File: src/design/llcp_pkg.sv
// Shared types and constants for the laser line column peak range block.
`default_nettype none

package llcp_pkg;

  localparam int ColW   = 10;
  localparam int RowW   = 10;
  localparam int ChanW  = 8;
  localparam int SumW   = 10;
  localparam int DimW   = 11;
  localparam int NumW   = 24;
  localparam int CfgIdxW  = 2;
  localparam int CfgDataW = 24;
  localparam int MaxWidth = 1024;

  localparam logic [CfgIdxW-1:0] CfgFrameWidth  = 2'd0;
  localparam logic [CfgIdxW-1:0] CfgFrameHeight = 2'd1;
  localparam logic [CfgIdxW-1:0] CfgRangeNum    = 2'd2;

  localparam logic [DimW-1:0] FrameWidthRst  = 11'd640;
  localparam logic [DimW-1:0] FrameHeightRst = 11'd480;
  localparam logic [NumW-1:0] RangeNumRst    = 24'd1044480;

  typedef struct packed {
    logic [ColW-1:0]  pixel_column;
    logic [RowW-1:0]  pixel_row;
    logic [ChanW-1:0] blue;
    logic [ChanW-1:0] green;
    logic [ChanW-1:0] red;
  } pixel_t;

  typedef struct packed {
    logic [ColW-1:0] out_column;
    logic [RowW-1:0] peak_row;
    logic [NumW-1:0] distance_q4;
    logic            last_column;
  } result_t;

  // Column summary handed from the peak tracker to the range divider.
  typedef struct packed {
    logic [ColW-1:0] column;
    logic [RowW-1:0] peak_row;
    logic            last_column;
    logic            saturate;
    logic [DimW-1:0] denom;
  } emit_t;

endpackage

`default_nettype wire

File: src/design/llcp_div.sv
// Radix-2 restoring divider producing the Q4 distance, one quotient bit per cycle.
`default_nettype none

module llcp_div (
  input  wire logic                        clk,
  input  wire logic                        rst_n,
  input  wire logic                        start,
  input  wire llcp_pkg::emit_t             emit,
  input  wire logic [llcp_pkg::NumW-1:0]   numer,
  output logic                             busy,
  output logic                             res_valid,
  input  wire logic                        res_ready,
  output llcp_pkg::result_t                res
);

  localparam int CntW = $clog2(llcp_pkg::NumW);

  typedef enum logic [1:0] {
    ST_IDLE,
    ST_RUN,
    ST_DONE
  } state_t;

  state_t                      state_r;
  logic [CntW-1:0]             cnt_r;
  logic [llcp_pkg::NumW-1:0]   quot_r;
  logic [llcp_pkg::DimW-1:0]   rem_r;
  logic [llcp_pkg::DimW-1:0]   denom_r;
  logic [llcp_pkg::ColW-1:0]   col_r;
  logic [llcp_pkg::RowW-1:0]   peak_r;
  logic                        last_r;

  logic [llcp_pkg::DimW:0]     trial;
  logic                        fits;

  always_comb begin
    trial = {rem_r, quot_r[llcp_pkg::NumW-1]};
    fits  = (trial >= {1'b0, denom_r});
  end

  always_ff @(posedge clk) begin
    if (!rst_n) begin
      state_r <= ST_IDLE;
    end else begin
      case (state_r)
        ST_IDLE: begin
          if (start) begin
            col_r   <= emit.column;
            peak_r  <= emit.peak_row;
            last_r  <= emit.last_column;
            denom_r <= emit.denom;
            rem_r   <= '0;
            cnt_r   <= CntW'(llcp_pkg::NumW - 1);
            if (emit.saturate) begin
              quot_r  <= '1;
              state_r <= ST_DONE;
            end else begin
              quot_r  <= numer;
              state_r <= ST_RUN;
            end
          end
        end
        ST_RUN: begin
          // Shift in one numerator bit, subtract the divisor when it fits.
          if (fits) begin
            rem_r <= llcp_pkg::DimW'(trial - {1'b0, denom_r});
          end else begin
            rem_r <= trial[llcp_pkg::DimW-1:0];
          end
          quot_r <= {quot_r[llcp_pkg::NumW-2:0], fits};
          cnt_r  <= cnt_r - 1'b1;
          if (cnt_r == '0) begin
            state_r <= ST_DONE;
          end
        end
        ST_DONE: begin
          if (res_ready) begin
            state_r <= ST_IDLE;
          end
        end
        default: begin
          state_r <= ST_IDLE;
        end
      endcase
    end
  end

  always_comb begin
    busy            = (state_r != ST_IDLE);
    res_valid       = (state_r == ST_DONE);
    res.out_column  = col_r;
    res.peak_row    = peak_r;
    res.distance_q4 = quot_r;
    res.last_column = last_r;
  end

endmodule

`default_nettype wire
File: config.mk
export PLATFORM = sky130hd
export DESIGN_NAME = llcp_div
export DESIGN_NICKNAME = d
export VERILOG_FILES = /design/src/design/llcp_pkg.sv /design/src/design/llcp_div.sv
export SDC_FILE = /design/constraint.sdc
export NUM_CORES = 1
export LEC_CHECK = 0
export BUFFER_PORTS_ARGS = -buffer_cell sky130_fd_sc_hd__buf_2
export CAP_MARGIN = 10
export CORE_ASPECT_RATIO = 0.8
export CORE_MARGIN = 1
export CORE_UTILIZATION = 53
export CTS_BUF_LIST = sky130_fd_sc_hd__clkbuf_4
export CTS_CLUSTER_DIAMETER = 60
export DETAILED_ROUTE_END_ITERATION = 10
export PLACE_DENSITY = 0.84
export SYNTH_ARGS = -nofsm -noshare
export SYNTH_HDL_FRONTEND = slang
export SYNTH_SLANG_ARGS = --single-unit
export TNS_END_PERCENT = 20
File: constraint.sdc
create_clock -name clk -period 3.9 [get_ports clk]
set_clock_uncertainty 0.15 [all_clocks]
set_input_delay 0.195 -clock clk [delete_from_list [all_inputs] [get_ports clk]]
set_output_delay 0.195 -clock clk [all_outputs]
set_load 0.01 [all_outputs]
==> key figures, run 1 <==
Detailed routing
  • Drt drc: 0
  • Final ANT Viol Nets: 0
  • DRT met1 WL: 3804 um
  • 1st-pass router iterations: 5
  • Met2 wire len: 4575 um
  • WL met3: roughly 800 um
  • Via-per-instance ratio: approximately 5.5
  • Average wire per cell in the routed design: 17.10 um
  • Via count: ~3100
  • Starting DRC count in detailed routing: 282
  • Top sig layer: met4
  • DRT Wirelength: about 9500 um

Clocking
  • Post-CTS Resized: 0
  • Clk slew on worst S/H paths: roughly 140 ps
  • CTS buffer count: 9
  • H-tree levels: 3
  • Worst-Skew Late Latency: 420 ps
  • Clock tree from TritonCTS: yes
  • Number of clock sinks: 74
  • Clock Path Buffers: 2
  • Root buf cell: clkbuf_4

Global routing
  • GRT Overall Usage: 28.53%
  • Grt ovf: 0
  • Initial antenna violation count: 0
  • Maximum number of pins on one net before global-route repair: 41
  • Vias in the first global route: 3029
  • First-pass GRT wire length: 14640 um

Die
  • Row cnt: 26
  • Die height: 74.77 um
  • Initial core utilization: 55.02%
  • Die ar.: 6951 sq um
  • Core region area: 6376 sq um
  • I/O pin count: 108
  • Chip width: 92.97 um

Power
  • P_int: 1338 uW
  • Worst vdd ir: 0.2995 mV
  • Leak: 0.001984 uW
  • Pwr per Cell Area: 374.1 nW/um^2
  • Sw Ratio: a little over a quarter
  • Seq pwr share: 52.3%
  • Sw Pwr: 483.0 uW
  • Clock power share: 29.7%
  • Gate power share: 18.0%

Synth
  • Synth Area in Adders: 5.207%
  • Asr flop ratio synth: 0%
  • Post-synth top area share: 61.63%
  • #FFs+latches synth: 74
  • Register area share after synthesis: 62.77%
  • Netlist cell types: 41
  • Post-Syn Instances: 300
  • Post-synthesis mux area share: 0%
  • Syn Area/Cell: ~12 sq um
  • Synthesized area: 3508 sq um
  • Post-synth top flop: edfxtp_1
  • Simple-gate share of the synthesized area: 13.52%
  • Post-Synth XOR/XNOR Area: 1.997%
  • Top cells by area, synth: edfxtp_1 (62%), nand2_1 (6.0%), o21ai_0 (4.7%)
  • Largest family of logic cells by synthesized area: simple AND/OR/NAND/NOR gates
  • Warnings, synthesis: 0
  • Leading area contributor after synthesis: edfxtp_1
  • Syn_nets: 375
  • Post-synthesis compound-gate area fraction: 12.98%
  • Post-synth EDFFs: 72

Worst setup path
  • Crit path buf inv count: 0
  • Critical-path cell list: ha_1 -> a21o_1 -> or3_4 -> o21ai_2 -> nor3b_4 -> or3_2 -> a21oi_1
  • Crit path max fanout: 16
  • Arrival time at the worst endpoint: 2850 ps
  • FF-to-FF End: rem_r[7]$_SDFFCE_PN0P_
  • Worst path max stage delay: roughly 600 ps
  • Critical-path top delay cell: nor3b_4
  • WP data required: 3870 ps
  • Crit. End Element: flip-flop
  • Top delay family on crit path: simple AND/OR/NAND/NOR gates
  • Kind of critical path: reg2reg
  • FF-to-FF Start: rem_r[4]$_SDFFCE_PN0P_
  • CP Launch Type: flip-flop
  • R2r worst-path depth: 7
  • R2R setup slack: 1030 ps

Finish
  • Final Util: 76.33%
  • Syn-to-layout area delta: 38.73%
  • Fin nets: roughly 540
  • N_diodes: 0
  • Layout cells sized above 1: between 20% and 30%
  • Filler cells: 408

Timing
  • Max Slew Vio Count: 0
  • FMAX: 348.1 MHz
  • Final hold slack: just over 200 ps
  • Worst-margin pin slew: around 1200 ps
  • Setup_tns: 0 ps
  • Final worst slack: around 1000 ps
  • Rel. slew slack: 19.58%
  • # setup viols final: 0
  • Min Tclk post-route: 2873 ps
  • Fin crit share: 73.67%
  • Final Hold Fails: 0
  • RSZ-0062 raised after global routing: false

Worst hold path
  • HP Start: emit[11]
  • Worst Hold Path EP: state_r[0]$_SDFFE_PN0P_
  • Worst hold stages: 4
  • Hold crit path type: in2reg

Placed design
  • Routability cong.: 0.9652
  • Port-buffer cells: 107
  • DP Worst Slack: between 1000 and 1500 ps
  • Post-DP HPWL: 5194 um

Flow run
  • Max-Cap Viols: 0

Outcome
  • Status: finished clean
## worst max path at each step
stage / startpoint / cells after the start / end / slack, ps
after floorplan: state_r[1]$_SDFFE_PN0P_ / 2 / col_r[0]$_DFFE_PP_ / 380
after global placement: rem_r[4]$_SDFFCE_PN0P_ / 7 / rem_r[6]$_SDFFCE_PN0P_ / 1170
after detailed placement: rem_r[4]$_SDFFCE_PN0P_ / 7 / rem_r[4]$_SDFFCE_PN0P_ / 1110
after CTS: rem_r[4]$_SDFFCE_PN0P_ / 7 / rem_r[4]$_SDFFCE_PN0P_ / 1090
after global routing: rem_r[4]$_SDFFCE_PN0P_ / 7 / rem_r[6]$_SDFFCE_PN0P_ / 880
final: rem_r[4]$_SDFFCE_PN0P_ / 7 / rem_r[7]$_SDFFCE_PN0P_ / 1030
## worst reg2reg max path, delay by kind of cell, from the launching register on
family                   cells  cell delay [ps]
AND/OR/NAND/NOR              3             1180
flip-flops                   1              410
adder cells (fa/ha/maj)      1              370
AO/OA/AOI/OAI                3              450
## area by class of cell
cell class              instances  area [sq um]  share of cell area [%]
inverters                      17         63.81                   1.311
clock buffers                   9         67.56                   1.388
flip-flops and latches         74          2202                   45.24
repair buffers                168          1141                   23.44
well taps                      84         105.1                   2.159
multi-input cells             197          1197                   24.60
clock inverters                 6         90.09                   1.851
## routing by layer
layer	up-vias	GRT usage, %
li1	1411	-
met1	1445	35.10
met2	180	47.88
met3	37	8.283
met4	0	12.65
met5	-	0
## placed cells by master, fill, tap and decap left out, types with 2 or more instances in the layout
cell and count:
buf_4 2, o21ai_2 3, o21ai_1 5, nor2_1 11
clkbuf_4 9, a21oi_2 2, dfxtp_1 2, bufinv_16 2
buf_2 107, or3_2 5, o21a_1 2, edfxtp_1 72
o31ai_1 2, inv_1 17, nor2b_1 3, nand2b_1 6
xor2_1 3, o211ai_1 9, inv_6 2, ha_1 13
a21oi_1 15, dlygate4sd3_1 59, xnor2_1 5, nand2_1 56
nand3b_1 2, nor3_1 2, a21boi_0 2, o21ai_0 33
## power by group through the flow
stage / Sequential (uW) / Clock (uW) / Combinational, uW
2_1_floorplan: 977 / 0 / 162
3_3_place_gp: 965 / 0 / 259
3_5_place_dp: 967 / 0 / 268
4_1_cts: 949 / 545 / 315
5_1_grt: 955 / 574 / 359
6_report: 952 / 540 / 329
## cell families after synthesis
logic type / count (synthesis)
and+or+nand+nor: 98
AOI/OAI and AO/OA: 77
DFF: 74
buffers and inverters: 29
adders and majority gates: 14
xor gates and xnor gates: 8
## flip-flops by register name, summed over array words and instances, names as in the netlist
name,count
quot_r,24
cnt_r,5
rem_r,11
col_r,10
peak_r,10
last_r,1
denom_r,11
state_r,2
## cell usage after synthesis, types with 4 or more instances
library cell / count
nor2b_1: 4
o21ai_1: 5
xnor2_1: 5
ha_1: 13
inv_1: 17
nand2b_1: 6
or3_2: 5
clkbuf_1: 9
nand2_1: 56
a21oi_1: 15
o21ai_0: 33
edfxtp_1: 72
nor2_1: 12
o211ai_1: 9
## per-stage QoR
step	instance area, sq um	power [uW]	std cells
floorplan	3508	1139	300
global placement	4119	1223	481
detailed placement	4119	1235	481
CTS	4867	1808	555
global route	4867	1888	555
finish	4867	1821	555
## repair_timing
action,CTS,global route
setup buffers,0,0
hold buffers,59,0
endpoints found under the hold margin,58,0
Power figures use the tool's default switching activity.
==> run 2: changes to the inputs <==
--- a/config.mk
+++ b/config.mk
@@ -5,15 +5,16 @@
 export SDC_FILE = /design/constraint.sdc
 export NUM_CORES = 1
 export LEC_CHECK = 0
+export ABC_AREA = 1
 export BUFFER_PORTS_ARGS = -buffer_cell sky130_fd_sc_hd__buf_2
 export CAP_MARGIN = 10
 export CORE_ASPECT_RATIO = 0.8
 export CORE_MARGIN = 1
-export CORE_UTILIZATION = 53
+export CORE_UTILIZATION = 54
 export CTS_BUF_LIST = sky130_fd_sc_hd__clkbuf_4
 export CTS_CLUSTER_DIAMETER = 60
 export DETAILED_ROUTE_END_ITERATION = 10
-export PLACE_DENSITY = 0.84
+export PLACE_DENSITY = 0.85
 export SYNTH_ARGS = -nofsm -noshare
 export SYNTH_HDL_FRONTEND = slang
 export SYNTH_SLANG_ARGS = --single-unit
==> constraint.sdc (replaced) <==
create_clock -name clk -period 2.7 [get_ports clk]
set_clock_uncertainty 0.15 [all_clocks]
set_input_delay 0.135 -clock clk [delete_from_list [all_inputs] [get_ports clk]]
set_output_delay 0.135 -clock clk [all_outputs]
set_load 0.01 [all_outputs]
==> key figures, run 2 <==
Global routing
  • Initial antenna violation count: 0 (unchanged)
  • Grt ovf: 0 (unchanged)
  • Vias in the first global route: 3602 (+19%)
  • GRT Overall Usage: 34.78% (+6.3 points)
  • First-pass GRT wire length: 17920 um (+22%)
  • Maximum number of pins on one net before global-route repair: 33 (-20%)

Synth
  • Leading area contributor after synthesis: edfxtp_1
  • Syn Area/Cell: 10.78 sq um (-7.9%)
  • Netlist cell types: 31 (-24%)
  • Count leader, synth: edfxtp_1
  • Top cells by count, synth: edfxtp_1 (72), nand2_1 (70), inv_1 (53)
  • Asr flop ratio synth: 0% (unchanged)
  • Warnings, synthesis: 0 (unchanged)
  • Post-Syn Instances: 341 (+14%)
  • Syn_nets: 416 (+11%)
  • Synthesized area: 3675 sq um (+4.7%)
  • Top cells by area, synth: edfxtp_1 (59%), nand2_1 (7.2%), o22a_1 (5.5%)
  • Post-synth top flop: edfxtp_1
  • #FFs+latches synth: 74 (unchanged)
  • Post-synth top area share: 58.84% (-2.8 points)
  • Post-synth EDFFs: 72 (unchanged)
  • Register area share after synthesis: 59.93% (-2.8 points)

Timing
  • Rel. slew slack: 67.57% (+48 points)
  • FMAX: 376.5 MHz (+8.2%)
  • Setup_tns: 0 ps (unchanged)
  • Min Tclk post-route: 2656 ps (-217.0 ps)
  • Final Hold Fails: 0 (unchanged)
  • Worst-margin pin slew: 485.3 ps (-721.0 ps)
  • # setup viols final: 0 (unchanged)
  • Max Slew Vio Count: 0 (unchanged)
  • Fin crit share: 98.37% (+25 points)

Placed design
  • Post-DP HPWL: 5766 um (+11%)
  • Placed cells: 529 (+10%)
  • Routability cong.: 0.8777 (-9.1%)
  • Port-buffer cells: 107 (unchanged)

Power
  • P_int: 1959 uW (+46%)
  • Pwr per Cell Area: 599.7 nW/um^2 (+60%)
  • Sw Ratio: 35.26% (+8.7 points)
  • Leak: 0.002225 uW (+12%)
  • Gate power share: 30.3% (+12 points)
  • Tot Pwr: 3027 uW (+66%)
  • Seq pwr share: 48.6% (-3.7 points)
  • Sw Pwr: 1067 uW (+120%)
  • Clock power share: 21.1% (-8.6 points)
  • Worst vdd ir: 0.4210 mV (+41%)

Finish
  • Fin nets: 592 (+9.2%)
  • Layout cells sized above 1: 29.89% (-0.051 points)
  • N_diodes: 0 (unchanged)
  • Commonest cells after routing, fill and taps aside: buf_2 (107), edfxtp_1 (72), nand2_1 (70), dlygate4sd3_1 (61), inv_1 (53)
  • Largest registers: quot_r: 24 flops, denom_r: 11 flops, rem_r: 11 flops
  • Final Util: 77.97% (+1.6 points)
  • Non-Filler Instances: 606 (+9.2%)
  • Filler cells: 324 (-21%)
  • Leading cell type in the layout, fill and taps excluded: buf_2
  • Max reg flops: 24 (unchanged)
  • FF/Latch Area: 2203 sq um (about the same)
  • Multi-input logic area: 1214 sq um (+1.4%)
  • Most flop-heavy register: quot_r
  • Syn-to-layout area delta: 37.35%

Worst setup path
  • Kind of critical path: reg2reg
  • Crit path max fanout: 17 (+1)
  • Crit. End Element: flip-flop
  • R2R setup slack: 40 ps (-980 ps)
  • CP Launch Type: flip-flop
  • WP data required: 2950 ps (-920 ps)
  • Arrival time at the worst endpoint: 2900 ps (+50 ps)

Detailed routing
  • Starting DRC count in detailed routing: 629 (+120%)
  • DRT Wirelength: 11760 um (+24%)
  • Via-per-instance ratio: 5.868 (+6.0%)
  • Average wire per cell in the routed design: 19.40 um (+13%)
  • Via count: 3556 (+16%)
  • Drt drc: 0 (unchanged)
  • Final ANT Viol Nets: 0 (unchanged)
  • 1st-pass router iterations: 7 (+2)

Clocking
  • Root buf cell: clkbuf_4
  • Clk slew on worst S/H paths: 130 ps (about the same)
  • Post-CTS Setup Inserts: 0 (unchanged)
  • H-tree levels: 3 (unchanged)
  • Worst-Skew Late Latency: 450 ps (+30 ps)
  • Clock Path Buffers: 2 (unchanged)
  • CTS buffer count: 9 (unchanged)
  • Number of clock sinks: 74 (unchanged)
  • Clock tree from TritonCTS: yes

Die
  • Die ar.: 7141 sq um (+2.7%)
  • Core region area: 6474 sq um (+1.5%)
  • I/O pin count: 108 (unchanged)
  • Chip width: 94.23 um (+1.4%)
  • Row cnt: 26 (unchanged)
  • Die height: 75.79 um (+1.4%)
  • Initial core utilization: 56.76% (+1.7 points)

Worst hold path
  • Hold crit path type: in2reg

Outcome
  • Status: finished clean

Flow run
  • Max-Cap Viols: 0 (unchanged)
==> run 2: cell count changes after synthesis, moves of 9 or more <==
| cell | change |
|---|---|
| inv_1 | +36 |
| o21ai_0 | -31 |
| o22a_1 | +23 |
| nor2_1 | +19 |
| nand2_1 | +14 |
| nand4_1 | +12 |
| nand3_1 | +11 |
| nor2_2 | +10 |
| o211ai_1 | -9 |
==> run 2: layer usage <==
| layer | part of all wire, % | routed length [um] | vias up | global-route usage [%] |
|---|---|---|---|---|
| met1 | 34 | 4032 | 1618 | 39.11 |
| met5 | 0 | 0 | - | 0 |
| li1 | - | - | 1513 | - |
| met3 | 10 | 1221 | 101 | 8.782 |
| met2 | 48 | 5696 | 324 | 60.55 |
| met4 | 6.9 | 808 | 0 | 21.88 |
==> run 2: power by group through the flow <==
stage               combinational (uW)  clock (uW)  sequential [uW]
floorplan                          490           0             1510
global placement                   717           0             1480
detailed placement                 745           0             1480
CTS                                824         616             1460
global route                       980         673             1480
finish                             917         639             1470
==> run 2: path summary, 6_finish.rpt <==
path / start / to / cells after the start
worst min-delay path: start / quot_r[20]$_DFFE_PP_ / 3
worst max-delay path: state_r[1]$_SDFFE_PN0P_ / state_r[0]$_SDFFE_PN0P_ / 9
worst max register to register: state_r[1]$_SDFFE_PN0P_ / state_r[0]$_SDFFE_PN0P_ / 9
worst min register to register: quot_r[18]$_DFFE_PP_ / quot_r[19]$_DFFE_PP_ / 1
==> run 2: worst max-delay path, cell delays in order, from the launching register on <==
cell and delay (ps):
dfxtp_2 380, inv_1 90, nand2_2 90, inv_2 40, buf_4 200, a21oi_2 200
nand3_1 100, dlygate4sd3_1 610, a21oi_1 180, dlygate4sd3_1 580
==> run 2: what timing repair did <==
action / in CTS / in global routing
hold endpoints to repair: 58 / 0
setup endpoints to repair: 0 / 6
resized for setup: 0 / 3
hold buffers: 61 / 0
==> run 2: cells by family after synthesis <==
kind of cell               synth area share [%]
and+or+nand+nor                           19.03
DFF                                       59.93
buffers and inverters                     7.729
AOI/OAI and AO/OA                         7.150
adders and majority gates                 4.971
xor gates and xnor gates                  1.192
==> run 2: cell type report <==
class	instances	share of cell area, %
clock inverters	6	0.8180
flip-flops and latches	74	43.65
multi-input cells	201	24.05
inverters	56	4.165
well taps	84	2.082
clock buffers	10	1.487
repair buffers	175	23.75
==> run 2: per-stage QoR <==
step | instance area, sq um | hold WS (ps) | worst slack (ps)
6_report | 5047 | 205.2 | 43.96
5_1_grt | 5047 | 240.3 | -9.722
4_1_cts | 5035 | 167.8 | 130.6
3_5_place_dp | 4308 | 163.1 | 206.6
3_3_place_gp | 4308 | 160.9 | 362.6
2_1_floorplan | 3686 | 83.87 | 237.0
